$ cat config.mk
export PLATFORM = sky130hd
export DESIGN_NAME = chs_mul64
export DESIGN_NICKNAME = d
export VERILOG_FILES = /design/src/chs_mul64.sv
export SDC_FILE = /design/constraint.sdc
export NUM_CORES = 2
export LEC_CHECK = 0
export BUFFER_PORTS_ARGS = -buffer_cell sky130_fd_sc_hd__buf_2
export CORE_MARGIN = 5
export CORE_UTILIZATION = 45
export DETAILED_ROUTE_END_ITERATION = 10
export GPL_ROUTABILITY_DRIVEN = 0
export SYNTH_ARGS = -nofsm -noshare
export SYNTH_HDL_FRONTEND = slang
export SYNTH_SLANG_ARGS = --single-unit
export TNS_END_PERCENT = 5
$ cat constraint.sdc
create_clock -name i_clk -period 21 [get_ports i_clk]
set_input_delay 3.15 -clock i_clk [delete_from_list [all_inputs] [get_ports i_clk]]
set_output_delay 3.15 -clock i_clk [all_outputs]
set_load 0.02 [all_outputs]
$ cat src/chs_mul64.sv
// Low 64 bits of a 64x64 product from one 32x32 multiplier: lo*lo, lo*hi, hi*lo, then the sum.
module chs_mul64 (
    input  logic        i_clk,
    input  logic        i_rst_n,
    input  logic        i_start,
    input  logic [63:0] i_a,
    input  logic [63:0] i_b,
    output logic        o_done,
    output logic [63:0] o_prod
);

    logic [1:0]  r_phase;
    logic        r_done;
    logic [63:0] r_acc;
    logic [31:0] r_x1;
    logic [31:0] r_x2;
    logic [63:0] r_prod;
    logic [31:0] mul_a;
    logic [31:0] mul_b;
    logic [63:0] mul_p;

    // operand select per phase: lo*lo, lo*hi, hi*lo
    always_comb begin
        case (r_phase)
            2'd1: begin
                mul_a = i_a[31:0];
                mul_b = i_b[63:32];
            end
            2'd2: begin
                mul_a = i_a[63:32];
                mul_b = i_b[31:0];
            end
            default: begin
                mul_a = i_a[31:0];
                mul_b = i_b[31:0];
            end
        endcase
    end

    assign mul_p = mul_a * mul_b;

    // phase control
    always_ff @(posedge i_clk) begin
        if (!i_rst_n) begin
            r_phase <= 2'd0;
            r_done  <= 1'b0;
        end else begin
            r_done <= 1'b0;
            case (r_phase)
                2'd0: begin
                    if (i_start) begin
                        r_phase <= 2'd1;
                    end
                end
                2'd1: r_phase <= 2'd2;
                2'd2: r_phase <= 2'd3;
                default: begin
                    r_phase <= 2'd0;
                    r_done  <= 1'b1;
                end
            endcase
        end
    end

    // partial products and final sum
    always_ff @(posedge i_clk) begin
        case (r_phase)
            2'd0: r_acc <= mul_p;
            2'd1: r_x1  <= mul_p[31:0];
            2'd2: r_x2  <= mul_p[31:0];
            default: r_prod <= r_acc + {r_x1 + r_x2, 32'b0};
        endcase
    end

    assign o_done = r_done;
    assign o_prod = r_prod;

endmodule

### Word level (Yosys, flattened, before mapping)

Index checks and enable logic that the tools add are counted.
W data, S select, Z words.

* flip-flop bits (word level): 195
* bits of input ports: 131
* output and inout port bits: 65
* logic and storage cells: 19

* add/subtract/negate cells: 2
* multiply operators: 1
* equality and inequality tests: 3
* muxes and demuxes: 5
* reduce and logical (&&, ||, !) cells: 2

Operators with widths (count)
* $add A64 B64 Y64: 1
* $mul A32 B32 Y64: 1
* $mux W32: 2
* $add A32 B32 Y32: 1
* $pmux W2 S3: 1
* $reduce_or A3 Y1: 1
* $eq A2 B1 Y1 const B: 1
* $eq A2 B2 Y1 const B: 1
* $logic_not A2 Y1: 1
* $mux W2: 1
* $ne A2 B2 Y1 const B: 1
* $mux W1: 1

### Logic depth before layout (Yosys ltp)

* word-level depth: 3
* depth in mapped cells: 35
* mapped depth without buffers: 31

### Worst setup path after synthesis

OpenSTA, ideal clock, no wires.

* kind: input -> register
* start point: in i_a[42]
* end point: reg r_acc[61] (data pin)
* setup time: 0.264 ns
* arrival time: 10.211 ns
* data required time: 20.736 ns
* setup slack: 10.525 ns
* stages on the path: 26
* buffers on the path: 1
* cell sequence: mux2i_1 -> clkbuf_1 -> nor2_1 -> fa_1 -> fa_1 -> inv_1 -> fa_1 -> fa_1 -> fa_1 -> inv_1 -> fa_1 -> fa_1 -> inv_1 -> fa_1 -> inv_1 -> ha_1 -> a21o_1 -> a31oi_1 -> o2bb2ai_1 -> o31ai_1 -> a21oi_2 -> a21oi_1 -> o31ai_4 -> a31oi_1 -> or4_1 -> nand4_1

* word-level cells in the longest chain between the ends: 2

RTL lines
* start, declared: line 6 `input logic [63:0] i_a,`
* $mux W32: line 24 `case (r_phase)`
* $mul A32 B32 Y64: line 40 `assign mul_p = mul_a * mul_b;`
* net mul_p[61]: line 20 `logic [63:0] mul_p;`
* end signal, assigned: line 68 `2'd0: r_acc <= mul_p;`
* end, declared: line 14 `logic [63:0] r_acc;`

The timed path passes the listed nets, and every way through them passes these cells.
A chain may end at the register's enable or synchronous reset.

### Worst setup path after layout

* start point: in i_b[43]
* end point: reg r_acc[61] (data pin)

* word-level cells in the longest chain between the ends: 2

RTL lines
* start, declared: line 7 `input logic [63:0] i_b,`
* $mux W32: line 24
* $mul A32 B32 Y64: line 40
* net mul_p[61]: line 20

The timed path passes the listed nets, and every way through them passes these cells.

==> flow_summary.json <==
{
  "portBuffers": 195,
  "status": "finished clean",
  "dp.cells": 5719,
  "grt_start_max_net_pins": 65,
  "place_hpwl_microns": 108100,
  "cts_resized": 0,
  "ioPinCount": 196,
  "slew_headroom_pct": 12.63,
  "crit_fanout": 17,
  "via_count": 31790,
  "synth_top_area_cell": "fa_1",
  "grt_remaining_overflow": 0,
  "grt_pass1_wl_microns": 203700,
  "seq_area_frac_synth_pct": 13.85,
  "syn2layout_area_growth_pct": 7.349,
  "drc": 0,
  "dr.pass1.iters": 5,
  "setup_viol": 0,
  "worst-endpoint-arrival_ns": 11.30,
  "tns_ns": 0,
  "post_cts_buffers": 0,
  "ys_types": 74,
  "fill_cells": 8878,
  "synthArstFlopShare_pct": 0,
  "holdBufCountCts": 0,
  "multiInputGateArea_sq_mm": 0.03241,
  "die_area_sq_mm": 0.09966,
  "grtUsageMet2_pct": 43.55,
  "rsz0062_at_grt": "false",
  "end_kind": "flip-flop",
  "cts_sinks": 195,
  "cts-htree-levels": 4,
  "antenna_found_initial": 1,
  "setup.worst_path.start": "i_b[43]",
  "layout-drive-gt1-share_pct": 9.631,
  "yosys_warnings": 0,
  "finClkSkew_ns": 0.007817,
  "finalMaxSlewViolations": 0,
  "min_to": "o_prod[17]$_DFFE_PP_",
  "fin_crit_ns": 11.11,
  "path_clk_slew_ns": 0.07,
  "postRouteAntennaNets": 0,
  "synth_nets": 5764,
  "wl_per_cell_microns": 23.30,
  "grt_busiest_layer": "met2",
  "nets": 5842,
  "met1_usage_pct": 36.13,
  "grt_use_total_pct": 27.20,
  "maxCapViolCount": 0,
  "totalWireLength_microns": 134000,
  "grt_use_met3_pct": 6.338,
  "die_h_microns": 315.7,
  "tightest_slew_ns": 1.285,
  "core_area_sq_mm": 0.09305,
  "finalCritPeriodShare_pct": 52.91,
  "max_freq_mhz": 89.99,
  "cts_made_buffers": 17,
  "synthTopCellsByArea": "fa_1, edfxtp_1, ha_1",
  "clock_path_buffers": 2,
  "synthCells": 4406,
  "rr_worst_depth": 29,
  "clk_latency_ns": 0.44,
  "synth-seq-cells": 195,
  "diodes": 0,
  "hold_viol": 0,
  "worst-endpoint-required_ns": 21.19,
  "vias_per_cell": 5.528,
  "cts-root-buf": "clkbuf_16",
  "stdcell_count": 5750,
  "rows": 112,
  "criticalPathCategory": "input pin to flip-flop",
  "netlist_area_sq_mm": 0.04205,
  "syn_avg_cell_area_sq_um": 9.544,
  "drt_iter0_markers": 2432,
  "hold_path_class": "flip-flop to flip-flop",
  "start_kind": "input pin",
  "netlist.area_leader.share_pct": 42.75,
  "hp-start": "r_acc[17]$_DFFE_PP_",
  "initial_core_util_pct": 45.19,
  "grt_pass1_vias": 33360,
  "r2r-end": "r_acc[61]$_DFFE_PP_",
  "reg2reg_from": "r_phase[0]$_SDFFE_PN0P_",
  "hold_path_depth": 0,
  "register_area_sq_mm": 0.005826,
  "synth_edf_count": 192,
  "cts_tree": "yes",
  "ys.flop_type": "edfxtp_1",
  "rrSetupSlack_ns": 10.92,
  "die_x_microns": 315.7
}
-- cell families after synthesis --
group	after synthesis	synth area share, %
xor+xnor	113	2.354
simple gates	1291	12.37
flops	195	13.85
fa+ha+maj	1227	52.54
buf+inv	1081	9.691
mux	129	3.261
compound gates	370	5.930
-- cells in the mapped netlist (8+ instances only) --
cell / count
fa_1: 898
inv_1: 882
nor2_1: 623
nand2_1: 521
ha_1: 329
edfxtp_1: 192
clkbuf_1: 170
a21oi_1: 110
a21o_1: 74
xnor2_1: 72
mux2i_1: 65
mux2_2: 64
o21ai_0: 53
xor2_1: 41
nand4_1: 32
nand3_1: 23
o21bai_1: 20
nor3_1: 17
o21a_1: 17
buf_1: 15
a31oi_1: 13
buf_2: 13
and2_1: 12
nor2b_1: 12
a211oi_1: 10
and3_1: 10
nand2b_1: 8
-- flip-flops by register name (all words and copies together) (netlist names) --
| name | flops |
|---|---|
| r_acc | 64 |
| o_done | 1 |
| r_phase | 2 |
| o_prod | 64 |
| r_x2 | 32 |
| r_x1 | 32 |
-- worst max path at each step --
stage	endpoint	slack (ns)
after CTS	r_acc[61]$_DFFE_PP_	10.00
after global placement	r_acc[61]$_DFFE_PP_	9.66
after detailed placement	r_acc[61]$_DFFE_PP_	9.51
after floorplan	r_acc[61]$_DFFE_PP_	10.52
after global routing	r_acc[58]$_DFFE_PP_	9.56
final	r_acc[61]$_DFFE_PP_	9.89
-- placed cells by master (no fill, tap or decap), drive strengths merged, types with 5 or more instances in the layout --
cell,n
nand2b,8
a21oi,113
nand3,23
o31ai,6
o21ai,61
clkbuf,17
a211oi,12
and2,12
nor3,17
xor2,41
o211ai,8
edfxtp,192
inv,888
clkinv,6
nand4,32
o21bai,20
a31oi,14
o41ai,5
xnor2,72
buf,258
o21a,17
and3,10
nand2,522
fa,898
nor2b,12
or2,7
ha,329
nor2,623
mux2,64
mux2i,65
a21o,74
-- worst max-delay path, cell delays in order --
cell and delay (ns):
buf_2 0.11, mux2i_2 0.97, nor2_1 0.18, fa_1 0.54, fa_1 0.49, inv_1 0.05
fa_1 0.56, fa_1 0.45, fa_1 0.55, inv_1 0.05, fa_1 0.50, fa_1 0.50
inv_1 0.05, fa_1 0.49, inv_1 0.05, ha_1 0.38, a21o_1 0.23, a31oi_1 0.26
o2bb2ai_1 0.14, o31ai_1 0.31, a21oi_2 0.11, a21oi_1 0.41, o31ai_4 0.14, a31oi_1 0.37
or4_1 0.17, nand4_1 0.07
-- per-layer routing --
| layer | up-vias | share of wire [%] |
|---|---|---|
| met5 | - | 0 |
| met4 | 0 | 5.3 |
| met3 | 382 | 9.8 |
| met2 | 1617 | 46 |
| met1 | 16150 | 39 |
| li1 | 13640 | - |
-- metrics by stage --
step	instance area, sq um	setup slack, ns	hold WS (ns)	utilization [%]
3_5_place_dp	44570	9.508	0.4045	47.90
5_1_grt	45140	9.559	0.4286	48.51
4_1_cts	45140	10.00	0.4215	48.51
3_3_place_gp	44570	9.664	0.4025	47.90
6_report	45140	9.888	0.4196	48.51
2_1_floorplan	42050	10.52	0.4003	-
-- area by class of cell --
| type | count | area share [%] |
|---|---|---|
| timing repair buffer | 258 | 3.210 |
| clock inverter | 14 | 0.3243 |
| sequential | 195 | 12.91 |
| multi-input combinational | 3130 | 71.81 |
| tap | 1254 | 3.476 |
| clock buffer | 17 | 0.9424 |
| inverter | 882 | 7.334 |
Power is left out: the tool's default activity adds up to more than one toggle a clock period on the data nets, which glitch-free logic cannot reach.
